--- src/hdl/spa_pkg.sv ---
// package with shared types and constants of the sparse polynomial adder
package spa_pkg;

  // store sizing
  localparam int MAX_TERMS = 32;
  localparam int IDX_W     = (MAX_TERMS > 1) ? $clog2(MAX_TERMS) : 1;
  localparam int CNT_W     = $clog2(MAX_TERMS + 1);

  // field widths
  localparam int COEFF_W = 16;
  localparam int POWER_W = 16;
  localparam int SUM_W   = COEFF_W + 1;
  localparam int KIND_W  = 2;

  // input kind codes
  localparam logic [KIND_W-1:0] KIND_FIRST  = 2'd0;
  localparam logic [KIND_W-1:0] KIND_SECOND = 2'd1;
  localparam logic [KIND_W-1:0] KIND_START  = 2'd2;

  // command queue depth
  localparam int QUEUE_DEPTH = 4;
  localparam int QPTR_W      = $clog2(QUEUE_DEPTH);
  localparam int QCNT_W      = $clog2(QUEUE_DEPTH + 1);

  // classified operation
  typedef enum logic [1:0] {
    OP_LOAD_FIRST,
    OP_LOAD_SECOND,
    OP_START
  } spa_op_e;

  // merge engine states
  typedef enum logic [1:0] {
    ST_IDLE,
    ST_READ,
    ST_EVAL,
    ST_FLUSH
  } spa_state_e;

  // command passed from front to back
  typedef struct packed {
    spa_op_e                    op;
    logic signed [COEFF_W-1:0]  coeff;
    logic        [POWER_W-1:0]  power;
  } spa_cmd_t;

endpackage

--- src/hdl/spa_if.sv ---
// stream interfaces for term requests and result requests

interface spa_term_if;
  logic                                 valid;
  logic                                 ready;
  logic [spa_pkg::KIND_W-1:0]           kind;
  logic signed [spa_pkg::COEFF_W-1:0]   term_coeff;
  logic [spa_pkg::POWER_W-1:0]          term_power;

  modport source (output valid, output kind, output term_coeff, output term_power,
                  input ready);
  modport sink   (input valid, input kind, input term_coeff, input term_power,
                  output ready);
endinterface

interface spa_sum_if;
  logic                                 valid;
  logic                                 ready;
  logic signed [spa_pkg::SUM_W-1:0]     sum_coeff;
  logic [spa_pkg::POWER_W-1:0]          sum_power;
  logic                                 last_term;
  logic                                 empty_sum;
  logic                                 overflowed;

  modport source (output valid, output sum_coeff, output sum_power, output last_term,
                  output empty_sum, output overflowed, input ready);
  modport sink   (input valid, input sum_coeff, input sum_power, input last_term,
                  input empty_sum, input overflowed, output ready);
endinterface

--- src/hdl/sparse_polynomial_adder_top.sv ---
// Sparse polynomial adder top level. Term requests (kind 0 or 1) append one
// term to the first or second store of up to 32 terms; a start request (kind
// 2) merges both stores in descending power and streams the result terms,
// the final one marked last, or a single empty result when nothing remains.
// The merge engine takes loads only while it is idle. A merge runs each store
// step as a registered store read followed by a compare and sum, and it
// stalls when the result register is not taken. A four-deep request queue in
// front lets loads keep arriving while a merge is running. A term sent to a
// full store is dropped and the overflow flag shows on every result of the
// next merge.
module sparse_polynomial_adder_top (
  input  logic       clk_i,
  input  logic       rst_ni,
  spa_term_if.sink   term_i,
  spa_sum_if.source  sum_o
);

  logic              cmd_valid;
  logic              cmd_pop;
  spa_pkg::spa_cmd_t cmd;

  // request classification and queue
  spa_front u_front (
    .clk_i       (clk_i),
    .rst_ni      (rst_ni),
    .term_i      (term_i),
    .cmd_valid_o (cmd_valid),
    .cmd_o       (cmd),
    .cmd_pop_i   (cmd_pop)
  );

  // stores and merge engine
  spa_back u_back (
    .clk_i       (clk_i),
    .rst_ni      (rst_ni),
    .cmd_valid_i (cmd_valid),
    .cmd_i       (cmd),
    .cmd_pop_o   (cmd_pop),
    .sum_o       (sum_o)
  );

endmodule

--- src/hdl/spa_front.sv ---
// front end: classifies incoming requests and queues them for the merge engine
module spa_front (
  input  logic              clk_i,
  input  logic              rst_ni,
  spa_term_if.sink          term_i,
  output logic              cmd_valid_o,
  output spa_pkg::spa_cmd_t cmd_o,
  input  logic              cmd_pop_i
);

  spa_pkg::spa_cmd_t                 queue_q [spa_pkg::QUEUE_DEPTH];
  logic [spa_pkg::QPTR_W-1:0]        wr_ptr_q, wr_ptr_d;
  logic [spa_pkg::QPTR_W-1:0]        rd_ptr_q, rd_ptr_d;
  logic [spa_pkg::QCNT_W-1:0]        fill_q, fill_d;
  logic                              accept;
  logic                              push;
  logic                              pop;
  spa_pkg::spa_cmd_t                 cmd_new;
  logic                              cmd_known;

  // classify the incoming kind, unused codes are swallowed
  always_comb begin
    cmd_new.coeff = term_i.term_coeff;
    cmd_new.power = term_i.term_power;
    cmd_new.op    = spa_pkg::OP_START;
    cmd_known     = 1'b1;
    case (term_i.kind)
      spa_pkg::KIND_FIRST:  cmd_new.op = spa_pkg::OP_LOAD_FIRST;
      spa_pkg::KIND_SECOND: cmd_new.op = spa_pkg::OP_LOAD_SECOND;
      spa_pkg::KIND_START:  cmd_new.op = spa_pkg::OP_START;
      default:              cmd_known  = 1'b0;
    endcase
  end

  // queue handshake
  assign term_i.ready = (fill_q != spa_pkg::QCNT_W'(spa_pkg::QUEUE_DEPTH));
  assign accept       = term_i.valid && term_i.ready;
  assign push         = accept && cmd_known;
  assign cmd_valid_o  = (fill_q != '0);
  assign pop          = cmd_pop_i && cmd_valid_o;
  assign cmd_o        = queue_q[rd_ptr_q];

  // pointer and fill updates
  always_comb begin
    wr_ptr_d = wr_ptr_q;
    rd_ptr_d = rd_ptr_q;
    fill_d   = fill_q;
    if (push) begin
      wr_ptr_d = wr_ptr_q + 1'b1;
    end
    if (pop) begin
      rd_ptr_d = rd_ptr_q + 1'b1;
    end
    if (push && !pop) begin
      fill_d = fill_q + 1'b1;
    end else if (pop && !push) begin
      fill_d = fill_q - 1'b1;
    end
  end

  always_ff @(posedge clk_i or negedge rst_ni) begin
    if (!rst_ni) begin
      wr_ptr_q <= '0;
      rd_ptr_q <= '0;
      fill_q   <= '0;
    end else begin
      wr_ptr_q <= wr_ptr_d;
      rd_ptr_q <= rd_ptr_d;
      fill_q   <= fill_d;
    end
  end

  // queue storage
  always_ff @(posedge clk_i) begin
    if (push) begin
      queue_q[wr_ptr_q] <= cmd_new;
    end
  end

endmodule

--- src/hdl/spa_back.sv ---
// back end: term stores and the merge engine that streams result terms
module spa_back (
  input  logic              clk_i,
  input  logic              rst_ni,
  input  logic              cmd_valid_i,
  input  spa_pkg::spa_cmd_t cmd_i,
  output logic              cmd_pop_o,
  spa_sum_if.source         sum_o
);

  localparam int ENTRY_W = spa_pkg::COEFF_W + spa_pkg::POWER_W;

  logic [ENTRY_W-1:0]                first_mem  [spa_pkg::MAX_TERMS];
  logic [ENTRY_W-1:0]                second_mem [spa_pkg::MAX_TERMS];
  logic [ENTRY_W-1:0]                rd_a_q, rd_b_q;

  spa_pkg::spa_state_e               state_q, state_d;
  logic [spa_pkg::CNT_W-1:0]         cnt_a_q, cnt_a_d, cnt_b_q, cnt_b_d;
  logic [spa_pkg::CNT_W-1:0]         i_q, i_d, j_q, j_d;
  logic                              drop_q, drop_d;
  logic                              hold_valid_q, hold_valid_d;
  logic signed [spa_pkg::SUM_W-1:0]  hold_coeff_q, hold_coeff_d;
  logic [spa_pkg::POWER_W-1:0]       hold_power_q, hold_power_d;

  logic                              out_valid_q, out_valid_d;
  logic signed [spa_pkg::SUM_W-1:0]  out_coeff_q, out_coeff_d;
  logic [spa_pkg::POWER_W-1:0]       out_power_q, out_power_d;
  logic                              out_last_q, out_last_d;
  logic                              out_empty_q, out_empty_d;
  logic                              out_ovf_q, out_ovf_d;

  logic                              we_a, we_b;
  logic                              out_free;
  logic                              a_has, b_has;
  logic signed [spa_pkg::SUM_W-1:0]  coeff_a, coeff_b, coeff_sum;
  logic [spa_pkg::POWER_W-1:0]       power_a, power_b;
  logic signed [spa_pkg::SUM_W-1:0]  cand_coeff;
  logic [spa_pkg::POWER_W-1:0]       cand_power;
  logic                              cand_ok;
  logic                              step_a, step_b;

  // unpack the registered store reads
  assign coeff_a   = {rd_a_q[spa_pkg::COEFF_W-1], rd_a_q[spa_pkg::COEFF_W-1:0]};
  assign coeff_b   = {rd_b_q[spa_pkg::COEFF_W-1], rd_b_q[spa_pkg::COEFF_W-1:0]};
  assign power_a   = rd_a_q[ENTRY_W-1:spa_pkg::COEFF_W];
  assign power_b   = rd_b_q[ENTRY_W-1:spa_pkg::COEFF_W];
  assign coeff_sum = coeff_a + coeff_b;
  assign a_has     = (i_q < cnt_a_q);
  assign b_has     = (j_q < cnt_b_q);
  assign out_free  = !out_valid_q || sum_o.ready;

  // pick the next merge candidate
  always_comb begin
    cand_coeff = coeff_a;
    cand_power = power_a;
    cand_ok    = 1'b1;
    step_a     = 1'b0;
    step_b     = 1'b0;
    if (a_has && b_has) begin
      if (power_a == power_b) begin
        cand_coeff = coeff_sum;
        cand_ok    = (coeff_sum != '0);
        step_a     = 1'b1;
        step_b     = 1'b1;
      end else if (power_a > power_b) begin
        step_a = 1'b1;
      end else begin
        cand_coeff = coeff_b;
        cand_power = power_b;
        step_b     = 1'b1;
      end
    end else if (a_has) begin
      step_a = 1'b1;
    end else begin
      cand_coeff = coeff_b;
      cand_power = power_b;
      step_b     = 1'b1;
    end
  end

  // next state and outputs of the merge engine
  always_comb begin
    state_d      = state_q;
    cnt_a_d      = cnt_a_q;
    cnt_b_d      = cnt_b_q;
    i_d          = i_q;
    j_d          = j_q;
    drop_d       = drop_q;
    hold_valid_d = hold_valid_q;
    hold_coeff_d = hold_coeff_q;
    hold_power_d = hold_power_q;
    out_valid_d  = out_valid_q && !sum_o.ready;
    out_coeff_d  = out_coeff_q;
    out_power_d  = out_power_q;
    out_last_d   = out_last_q;
    out_empty_d  = out_empty_q;
    out_ovf_d    = out_ovf_q;
    cmd_pop_o    = 1'b0;
    we_a         = 1'b0;
    we_b         = 1'b0;
    case (state_q)
      spa_pkg::ST_IDLE: begin
        if (cmd_valid_i) begin
          cmd_pop_o = 1'b1;
          case (cmd_i.op)
            spa_pkg::OP_LOAD_FIRST: begin
              if (cnt_a_q < spa_pkg::CNT_W'(spa_pkg::MAX_TERMS)) begin
                we_a    = 1'b1;
                cnt_a_d = cnt_a_q + 1'b1;
              end else begin
                drop_d = 1'b1;
              end
            end
            spa_pkg::OP_LOAD_SECOND: begin
              if (cnt_b_q < spa_pkg::CNT_W'(spa_pkg::MAX_TERMS)) begin
                we_b    = 1'b1;
                cnt_b_d = cnt_b_q + 1'b1;
              end else begin
                drop_d = 1'b1;
              end
            end
            spa_pkg::OP_START: begin
              i_d          = '0;
              j_d          = '0;
              hold_valid_d = 1'b0;
              state_d      = spa_pkg::ST_READ;
            end
            default: ;
          endcase
        end
      end
      spa_pkg::ST_READ: begin
        state_d = spa_pkg::ST_EVAL;
      end
      spa_pkg::ST_EVAL: begin
        if (!a_has && !b_has) begin
          state_d = spa_pkg::ST_FLUSH;
        end else if (!(cand_ok && hold_valid_q && !out_free)) begin
          if (step_a) begin
            i_d = i_q + 1'b1;
          end
          if (step_b) begin
            j_d = j_q + 1'b1;
          end
          if (cand_ok) begin
            // the held term is known not to be last once another one appears
            if (hold_valid_q) begin
              out_valid_d = 1'b1;
              out_coeff_d = hold_coeff_q;
              out_power_d = hold_power_q;
              out_last_d  = 1'b0;
              out_empty_d = 1'b0;
              out_ovf_d   = drop_q;
            end
            hold_valid_d = 1'b1;
            hold_coeff_d = cand_coeff;
            hold_power_d = cand_power;
          end
          state_d = spa_pkg::ST_READ;
        end
      end
      spa_pkg::ST_FLUSH: begin
        if (out_free) begin
          out_valid_d  = 1'b1;
          out_last_d   = 1'b1;
          out_ovf_d    = drop_q;
          out_empty_d  = !hold_valid_q;
          out_coeff_d  = hold_valid_q ? hold_coeff_q : '0;
          out_power_d  = hold_valid_q ? hold_power_q : '0;
          hold_valid_d = 1'b0;
          cnt_a_d      = '0;
          cnt_b_d      = '0;
          drop_d       = 1'b0;
          state_d      = spa_pkg::ST_IDLE;
        end
      end
      default: state_d = spa_pkg::ST_IDLE;
    endcase
  end

  // control registers
  always_ff @(posedge clk_i or negedge rst_ni) begin
    if (!rst_ni) begin
      state_q      <= spa_pkg::ST_IDLE;
      cnt_a_q      <= '0;
      cnt_b_q      <= '0;
      i_q          <= '0;
      j_q          <= '0;
      drop_q       <= 1'b0;
      hold_valid_q <= 1'b0;
      out_valid_q  <= 1'b0;
    end else begin
      state_q      <= state_d;
      cnt_a_q      <= cnt_a_d;
      cnt_b_q      <= cnt_b_d;
      i_q          <= i_d;
      j_q          <= j_d;
      drop_q       <= drop_d;
      hold_valid_q <= hold_valid_d;
      out_valid_q  <= out_valid_d;
    end
  end

  // payload registers
  always_ff @(posedge clk_i) begin
    hold_coeff_q <= hold_coeff_d;
    hold_power_q <= hold_power_d;
    out_coeff_q  <= out_coeff_d;
    out_power_q  <= out_power_d;
    out_last_q   <= out_last_d;
    out_empty_q  <= out_empty_d;
    out_ovf_q    <= out_ovf_d;
  end

  // term stores, one write and one registered read each
  always_ff @(posedge clk_i) begin
    if (we_a) begin
      first_mem[cnt_a_q[spa_pkg::IDX_W-1:0]] <= {cmd_i.power, cmd_i.coeff};
    end
    if (we_b) begin
      second_mem[cnt_b_q[spa_pkg::IDX_W-1:0]] <= {cmd_i.power, cmd_i.coeff};
    end
    rd_a_q <= first_mem[i_q[spa_pkg::IDX_W-1:0]];
    rd_b_q <= second_mem[j_q[spa_pkg::IDX_W-1:0]];
  end

  // result channel
  assign sum_o.valid      = out_valid_q;
  assign sum_o.sum_coeff  = out_coeff_q;
  assign sum_o.sum_power  = out_power_q;
  assign sum_o.last_term  = out_last_q;
  assign sum_o.empty_sum  = out_empty_q;
  assign sum_o.overflowed = out_ovf_q;

endmodule
--- src/flat_wrapper.sv ---
// flat-port wrapper written by rule: the top's interface ports become plain ports
module sparse_polynomial_adder_top_flat 
  (clk_i, rst_ni, term_i_valid, term_i_kind, term_i_term_coeff, term_i_term_power, term_i_ready, sum_o_valid, sum_o_sum_coeff, sum_o_sum_power, sum_o_last_term, sum_o_empty_sum, sum_o_overflowed, sum_o_ready);
  spa_term_if term_i_i ();
  spa_sum_if sum_o_i ();
  input  logic clk_i;
  input  logic rst_ni;
  input wire logic [$bits(term_i_i.valid)-1:0] term_i_valid;
  input wire logic [$bits(term_i_i.kind)-1:0] term_i_kind;
  input wire logic [$bits(term_i_i.term_coeff)-1:0] term_i_term_coeff;
  input wire logic [$bits(term_i_i.term_power)-1:0] term_i_term_power;
  output wire logic [$bits(term_i_i.ready)-1:0] term_i_ready;
  output wire logic [$bits(sum_o_i.valid)-1:0] sum_o_valid;
  output wire logic [$bits(sum_o_i.sum_coeff)-1:0] sum_o_sum_coeff;
  output wire logic [$bits(sum_o_i.sum_power)-1:0] sum_o_sum_power;
  output wire logic [$bits(sum_o_i.last_term)-1:0] sum_o_last_term;
  output wire logic [$bits(sum_o_i.empty_sum)-1:0] sum_o_empty_sum;
  output wire logic [$bits(sum_o_i.overflowed)-1:0] sum_o_overflowed;
  input wire logic [$bits(sum_o_i.ready)-1:0] sum_o_ready;
  assign term_i_i.valid = term_i_valid;
  assign term_i_i.kind = term_i_kind;
  assign term_i_i.term_coeff = term_i_term_coeff;
  assign term_i_i.term_power = term_i_term_power;
  assign term_i_ready = term_i_i.ready;
  assign sum_o_valid = sum_o_i.valid;
  assign sum_o_sum_coeff = sum_o_i.sum_coeff;
  assign sum_o_sum_power = sum_o_i.sum_power;
  assign sum_o_last_term = sum_o_i.last_term;
  assign sum_o_empty_sum = sum_o_i.empty_sum;
  assign sum_o_overflowed = sum_o_i.overflowed;
  assign sum_o_i.ready = sum_o_ready;
  sparse_polynomial_adder_top u_core (.clk_i(clk_i), .rst_ni(rst_ni), .term_i(term_i_i), .sum_o(sum_o_i));
endmodule
--- config.mk ---
export PLATFORM = sky130hd
export DESIGN_NAME = sparse_polynomial_adder_top_flat
export DESIGN_NICKNAME = d
export VERILOG_FILES = /design/src/hdl/spa_pkg.sv /design/src/hdl/spa_if.sv /design/src/hdl/sparse_polynomial_adder_top.sv /design/src/hdl/spa_front.sv /design/src/hdl/spa_back.sv /design/src/flat_wrapper.sv
export SDC_FILE = /design/constraint.sdc
export NUM_CORES = 2
export LEC_CHECK = 0
export BUFFER_PORTS_ARGS = -buffer_cell sky130_fd_sc_hd__buf_4
export CAP_MARGIN = 20
export CORE_ASPECT_RATIO = 1.5
export CORE_UTILIZATION = 40
export DETAILED_ROUTE_END_ITERATION = 12
export SETUP_SLACK_MARGIN = 0.2
export SLEW_MARGIN = 20
export SYNTH_ARGS = -nofsm -noshare
export SYNTH_HDL_FRONTEND = slang
export SYNTH_SLANG_ARGS = --single-unit
--- constraint.sdc ---
create_clock -name clk_i -period 9.5 [get_ports clk_i]
set_input_delay 0.475 -clock clk_i [delete_from_list [all_inputs] [get_ports clk_i]]
set_output_delay 0.475 -clock clk_i [all_outputs]
set_load 0.02 [all_outputs]
### Word-level counts from Yosys, hierarchy flattened

Memories as Yosys holds them, arrays and structs flattened. A register that Yosys moved wholly into a read port is not among the register bits.
Index checks and enable logic that the tools add are counted.

| storage, ports and cells | value |
|---|---|
| register bits after elaboration | 105 |
| RAM bits | 2,184 |
| bits of input ports | 38 |
| output and inout port bits | 38 |
| logic and storage cells | 211 |
| memories kept | 3 |

Memories:

| memory | depth | width | rd ports | clocked after Yosys merged registers in | wr ports | line | RTL |
|---|---|---|---|---|---|---|---|
| u_core.u_back.first_mem | 32 | 32 | 1 | 1 | 1 | spa_back.sv:13 | `logic [ENTRY_W-1:0] first_mem [spa_pkg::MAX_TERMS];` |
| u_core.u_back.second_mem | 32 | 32 | 1 | 1 | 1 | spa_back.sv:14 | `logic [ENTRY_W-1:0] second_mem [spa_pkg::MAX_TERMS];` |
| u_core.u_front.queue_q | 4 | 34 | 1 | 0 | 1 | spa_front.sv:11 | `spa_pkg::spa_cmd_t queue_q [spa_pkg::QUEUE_DEPTH];` |

| operators by class | value |
|---|---|
| $add $sub $neg | 9 |
| magnitude comparators | 5 |
| equal/unequal tests | 26 |
| muxes and demuxes | 109 |
| bitwise gates (word level) | 2 |
| reduce and logical (&&, ||, !) cells | 39 |

Operators with widths:

| operator | number |
|---|---|
| $mux 17 | 10 |
| $mux 16 | 10 |
| $mux 6 | 15 |
| $mux 1 | 52 |
| $pmux 6 s2 | 4 |
| $pmux 17 s2 | 1 |
| $pmux 16 s2 | 1 |
| $add 6x1->6 const B | 4 |
| $reduce_and 6->1 | 4 |
| $ne 2x2->1 const B | 9 |
| $add 16x16->17 | 1 |
| $reduce_bool 17->1 | 1 |
| $eq 16x16->1 | 1 |
| $gt 16x16->1 | 1 |
| $lt 6x6->1 | 2 |
| $lt 6x6->1 const B | 2 |
| $ne 3x3->1 const B | 4 |
| $pmux 1 s2 | 6 |
| $logic_and 1x1->1 | 10 |
| $mux 2 | 5 |
| $reduce_and 5->1 | 2 |
| $eq 2x2->1 const B | 4 |
| $logic_not 1->1 | 8 |
| $ne 2x1->1 const B | 4 |
| other kinds (17) | 29 |

### Longest topological paths before layout

| logic depth | value |
|---|---|
| depth after elaboration | 9 |
| mapped depth | 13 |
| gate-level depth less buffers | 11 |

### Modules after synthesis

Synthesis repeated with hierarchy kept, for this count alone.

| unflattened totals | value |
|---|---|
| cells, all modules | 3,869 |
| area, all modules | 90,195.3 um^2 |

Modules (own cells, without submodules):

| module | times used | cells each | area each (um^2) |
|---|---|---|---|
| spa_back | 1 | 3,653 | 84,865.1 |
| spa_front | 1 | 216 | 5,330.1 |

### Least setup slack after synthesis

OpenSTA, ideal clock, no wires.

| timing path | value |
|---|---|
| kind | flip-flop to flip-flop |
| start | register u_core.u_back.rd_a_q[0] (read register of u_core.u_back.first_mem) |
| end | register u_core.u_back.out_empty_q (netlist: u_core.u_back.sum_o.empty_sum), enable pin |
| arrival time | 3.999 ns |
| path slack | 5.072 ns |
| cell stages (with the launch flop) | 12 |
| period minus slack after synthesis | 4.428 ns |
| cell sequence | dfxtp_1 > ha_1 > fa_1 > a21o_1 > a221oi_4 > nor3_1 > o31a_1 > o211ai_1 > nor4_2 > a21boi_0 > a21oi_1 > nor2_1 |

| between the ends | value |
|---|---|
| word-level cells in the longest chain between the ends | 8 |
| elaborated cells on any way between the ends | 9 |
| those cells by class | 1 x add/sub; 2 x eq/ne; 2 x mux; 4 x reduce/logical |

Ends and longest elaborated chain:

| what | line | RTL |
|---|---|---|
| start, declared | spa_back.sv:15 | `logic [ENTRY_W-1:0] rd_a_q, rd_b_q;` |
| $add 16x16->17 (*) | spa_back.sv:47 | `assign coeff_sum = coeff_a + coeff_b;` |
| $reduce_bool 17->1 (*) | spa_back.sv:62 | `cand_ok = (coeff_sum != '0);` |
| $mux 1 (*) | spa_back.sv:60 | `if (power_a == power_b) begin` |
| $mux 1 (*) | spa_back.sv:59 | `if (a_has && b_has) begin` |
| $logic_and 1x1->1 (2 in series) | spa_back.sv:138 | `end else if (!(cand_ok && hold_valid_q && !out_free)) begin` |
| $ne 2x2->1 (no line) | - |  |
| $reduce_and 6->1 (no line) (*) | - |  |
| end signal, assigned | spa_back.sv:211 | `out_empty_q <= out_empty_d;` |
| end, declared | spa_back.sv:29 | `logic out_empty_q, out_empty_d;` |

Every way passes the cells marked *; elsewhere a longest branch is shown, timed or not.
A chain may end at the register's enable or synchronous reset.

### Worst setup path in the final report

| timing path | value |
|---|---|
| start | register u_core.u_front.rd_ptr_q[0] in the netlist's numbering |
| end | memory u_core.u_back.second_mem[21][25] in the netlist's numbering, enable pin |

| between the ends | value |
|---|---|
| word-level cells in the longest chain between the ends | 7 |

Ends and longest elaborated chain:

| what | line | RTL |
|---|---|---|
| start, declared | spa_front.sv:13 | `logic [spa_pkg::QPTR_W-1:0] rd_ptr_q, rd_ptr_d;` |
| start signal, assigned | spa_front.sv:68 | `rd_ptr_q <= rd_ptr_d;` |
| $mem_v2 4x34 | - |  |
| $eq 2x1->1 | spa_back.sv:105 | `case (cmd_i.op)` |
| $mux 1 | spa_back.sv:105 |  |
| $mux 1 | spa_back.sv:103 | `if (cmd_valid_i) begin` |
| $mux 1 | spa_back.sv:101 | `case (state_q)` |
| $mux 1 | spa_back.sv:220 | `if (we_b) begin` |
| $mux 1 (not written as such) | spa_back.sv:221 | `second_mem[cnt_b_q[spa_pkg::IDX_W-1:0]] <= {cmd_i.power, cmd_i.coeff};` |
| end, declared | spa_back.sv:14 |  |

Every way passes these cells.

==> impl_metrics.py <==
metrics = {
    "detailed_routing": {
        "drt_pre_antenna_iters": 7,
        "wirelength_um": 210000,
        "drcViolationCount": 0,
        "met2_length_um": 113000,
        "wl_met3_um": 9570,
        "ant_nets": 0,
        "wl_per_cell_um": 28.7,
        "topRoutingLayerUsed": "met4",
        "first_iter_violations": 3796,
        "via_count": 40516,
        "vias_per_cell": 5.55,
        "m1WireLength_um": 82600,
    },
    "logic_synthesis": {
        "netlist_area_um2": 90300,
        "ys_async_sr_fraction_pct": 1.53,
        "syn-num-nets": 3954,
        "synth_warnings": 0,
        "fraction_of_the_yosys_area_taken_by_sequential_cells_pct": 77.4,
        "syn_avg_cell_area_um2": 23.4,
        "synthFlopType": "edfxtp_1",
        "dominant_cells_by_area_after_synthesis": "edfxtp_1 75%, mux4_2 17%, dfxtp_1 1.4%, mux2_2 1.0%, dfrtp_1 1.0%",
        "synth-seq-cells": 2353,
        "synth.top_cell.area_share_pct": 75.0,
        "yosys_top_cell_by_area": "edfxtp_1",
        "synth_enable_flop_cells": 2253,
        "post_synth_num_cell_types": 67,
        "gate_count_after_technology_mapping": 3857,
    },
    "timing": {
        "whs_ns": 0.0598,
        "final-setup-viol-count": 0,
        "timing.slew.headroom_pct": 25.4,
        "finalWorstPathRequiredPeriod_ns": 4.65,
        "timing_hold_violations_final": 0,
        "timing_max_transition_violations_final": 0,
        "totalNegativeSetupSlack_ns": 0,
        "fmax_mhz": 215,
        "worstMarginPinSlew_ns": 1.12,
        "unrepaired_setup_endpoints_after_global_routing": "no",
        "worst_slack_ns": 4.85,
        "fin_crit_sh_pct": 48.9,
        "timing.clock.skew_ns": 0.0930,
    },
    "clocking": {
        "worstSkewPairLatency_ns": 0.88,
        "ctsLongestPathBuffers": 4,
        "worst_setup_hold_path_clk_slew_ns": 0.06,
        "clockRootBuffer": "clkbuf_16",
        "numClockSinks": 2353,
        "tritoncts_clock_tree": "built",
        "postCtsSetupRepairBufs": 0,
        "h-tree-depth": 4,
        "cts_buffer_count": 222,
    },
    "global_routing": {
        "grtUsageTotal_pct": 18.5,
        "number_of_antenna_violations_at_the_first_check_in_global_routing": 9,
        "grt_pass1_wl_um": 305000,
        "grt_pass1_vias": 43049,
        "grt-ovfl-total": 0,
        "largest_net_degree_at_the_start_of_global_routing": 101,
    },
    "worst_setup_path": {
        "crit_chain": "buf_4, mux4_2, or2_2, nor2_1, nand2_1, nor2_4, buf_4",
        "worstSetupEndpointType": "register",
        "path_class": "reg2reg",
        "critical_path.n_buffers_inverters": 2,
        "cp_slowest_stage_delay_ns": 0.69,
        "worstPathArrival_ns": 5.13,
        "dominant_delay_contributor_by_cell_family_on_the_critical_path": "simple AND/OR/NAND/NOR gates",
        "most_frequent_cell_on_the_critical_path": "buf_4",
        "setup.worst_path.start_class": "register",
        "critical_path_required_ns": 9.98,
        "path_max_fanout": 36,
        "slowest_stage": "nand2_1",
    },
    "power": {
        "vdd_ir_drop_max_mv": 0.275,
        "power_switching_uw": 9580,
        "intPower_uw": 21900,
        "power_density_nw_per_um2": 307,
        "comb_power_share_pct": 26.6,
        "power.share.sequential_pct": 45.7,
        "sw_ratio_pct": 30.4,
        "pwr-share-clk_pct": 27.6,
        "p_leak_uw": 0.0315,
    },
    "die": {
        "die_height_um": 584,
        "core_um2": 224000,
        "core.rowCount": 213,
        "die_w_um": 390,
        "io_pins": 76,
        "full_die_area_um2": 228000,
        "floorplan.initialDensity_pct": 40.2,
    },
    "layout": {
        "utilization_pct": 45.8,
        "layout_overhead_on_the_synthesized_area_pct": 13.8,
        "design.final.nets": 4205,
        "most-common-layout-cells": "2,253 x edfxtp_1, 652 x mux4_2, 223 x clkbuf_16",
        "post_route_cells_drive_above_1_share_pct": 31.5,
        "layout.cells.most_common": "edfxtp_1",
    },
    "place": {
        "pre_cts_slack_ns": 4.78,
        "port-buffer-count": 75,
        "dpl_hpwl_um": 120000,
        "finalWeightedCongestion": 0.846,
    },
    "worst_hold_path": {
        "worst_hold_path_type": "in2reg",
    },
    "run_status": {
        "outcome": "complete, no violations",
    },
    "flow_run": {
        "drv.max_cap_violation_count": 0,
    },
}
[timing repair]
item | 4_1_cts | 5_1_grt
hold endpoints to repair | 172 | 0
gates resized for setup | 0 | 0
endpoints found under the setup margin | 0 | 0
hold buffers | 34 | 0
[layout make-up]
cell class,count,area [um2]
Fill cell,18565,122000
Sequential cell,2353,69900
Multi-Input combinational cell,1277,20100
Clock buffer,291,6020
Tap cell,3010,3770
Timing Repair Buffer,213,1730
Clock inverter,109,1060
Inverter,41,154
Antenna cell,2,5.00
[power groups by stage]
stage	registers [uW]	clock network (uW)	logic [uW]
after detailed placement	14700	0	8450
after floorplan	14200	0	5540
after global placement	14700	0	8310
after global routing	14500	9240	8990
after CTS	14400	8880	8480
final	14400	8710	8380
[cells by family after synthesis]
group           share of synthesized area, %
simple gates                            1.66
flops                                   77.4
xor+xnor                               0.194
mux                                     17.9
fa+ha+maj                              0.835
buf+inv                                0.969
compound gates                          1.04
[metrics by stage]
stage          power (uW)  instance area [um2]  std cells
6_report            31500               103000       7296
5_1_grt             32700               103000       7295
2_1_floorplan       19800                90300       3857
3_5_place_dp        23100                95200       6860
3_3_place_gp        23000                95200       6860
4_1_cts             31800               103000       7294
[state kept, by name (all words and copies together) (netlist names), 2 cells and up]
name / flops
u_core.u_back.cnt_a_q: 6
u_core.u_back.cnt_b_q: 6
u_core.u_back.first_mem: 1024
u_core.u_back.hold_coeff_q: 17
u_core.u_back.hold_power_q: 16
u_core.u_back.i_q: 6
u_core.u_back.j_q: 6
u_core.u_back.rd_a_q: 32
u_core.u_back.rd_b_q: 32
u_core.u_back.second_mem: 1024
u_core.u_back.state_q: 2
u_core.u_back.sum_o.sum_coeff: 17
u_core.u_back.sum_o.sum_power: 16
u_core.u_front.fill_q: 3
u_core.u_front.queue_q: 136
u_core.u_front.rd_ptr_q: 2
u_core.u_front.wr_ptr_q: 2
[worst register-to-register path: stages, from the launching register on]
cell	delay, ns
dfrtp_2	0.35
buf_4	0.58
mux4_2	0.67
or2_2	0.36
nor2_1	0.51
nand2_1	0.70
nor2_4	0.49
buf_4	0.51
[layer usage]
layer | GRT usage, % | up-vias
li1 | - | 16877
met1 | 23.6 | 22273
met2 | 33.6 | 1082
met3 | 2.24 | 284
met4 | 4.16 | 0
met5 | 0 | -
[worst paths after layout]
kind	slack, ns	depth (start not counted)	endpoint	start
worst min-delay path	0.06	2	u_core.u_front.queue_q[0][32]	term_i_kind[0]
worst max register to register	4.85	7	u_core.u_back.second_mem[21][25]	u_core.u_front.rd_ptr_q[0]
min in group asynchronous	0.12	2	u_core.u_front.wr_ptr_q[1]	rst_ni
worst max-delay path	4.85	7	u_core.u_back.second_mem[21][25]	u_core.u_front.rd_ptr_q[0]
worst min register to register	0.49	0	u_core.u_back.sum_o.overflowed	u_core.u_back.drop_q
max in group asynchronous	8.88	2	u_core.u_back.cnt_b_q[3]	rst_ni
[synth_stat cells (3+ instances only)]
cell type  instances
and3_1            13
o211ai_1           4
nand3_1           25
mux2_2            82
clkbuf_1         125
dfxtp_1           64
buf_1             54
o31ai_1            3
buf_4              3
and4_1             4
or3_1              6
edfxtp_1        2253
mux4_2           674
buf_2              3
a21oi_1           30
nand2b_1          12
o31a_1             5
nor3_1            10
o21ai_0           15
xor2_1             5
mux2i_1            8
nor2_1           102
and2_1            38
dfrtp_1           36
nand2_1           59
nand4_1           13
a221o_1           12
a21o_1            16
xnor2_1           15
a211oi_1           7
nor2b_1           10
o21a_1             6
ha_1              57
a211o_1            5
inv_1             38
a31oi_1            4
clkinv_1           3
No activity file was read; power rests on OpenSTA's default activity.
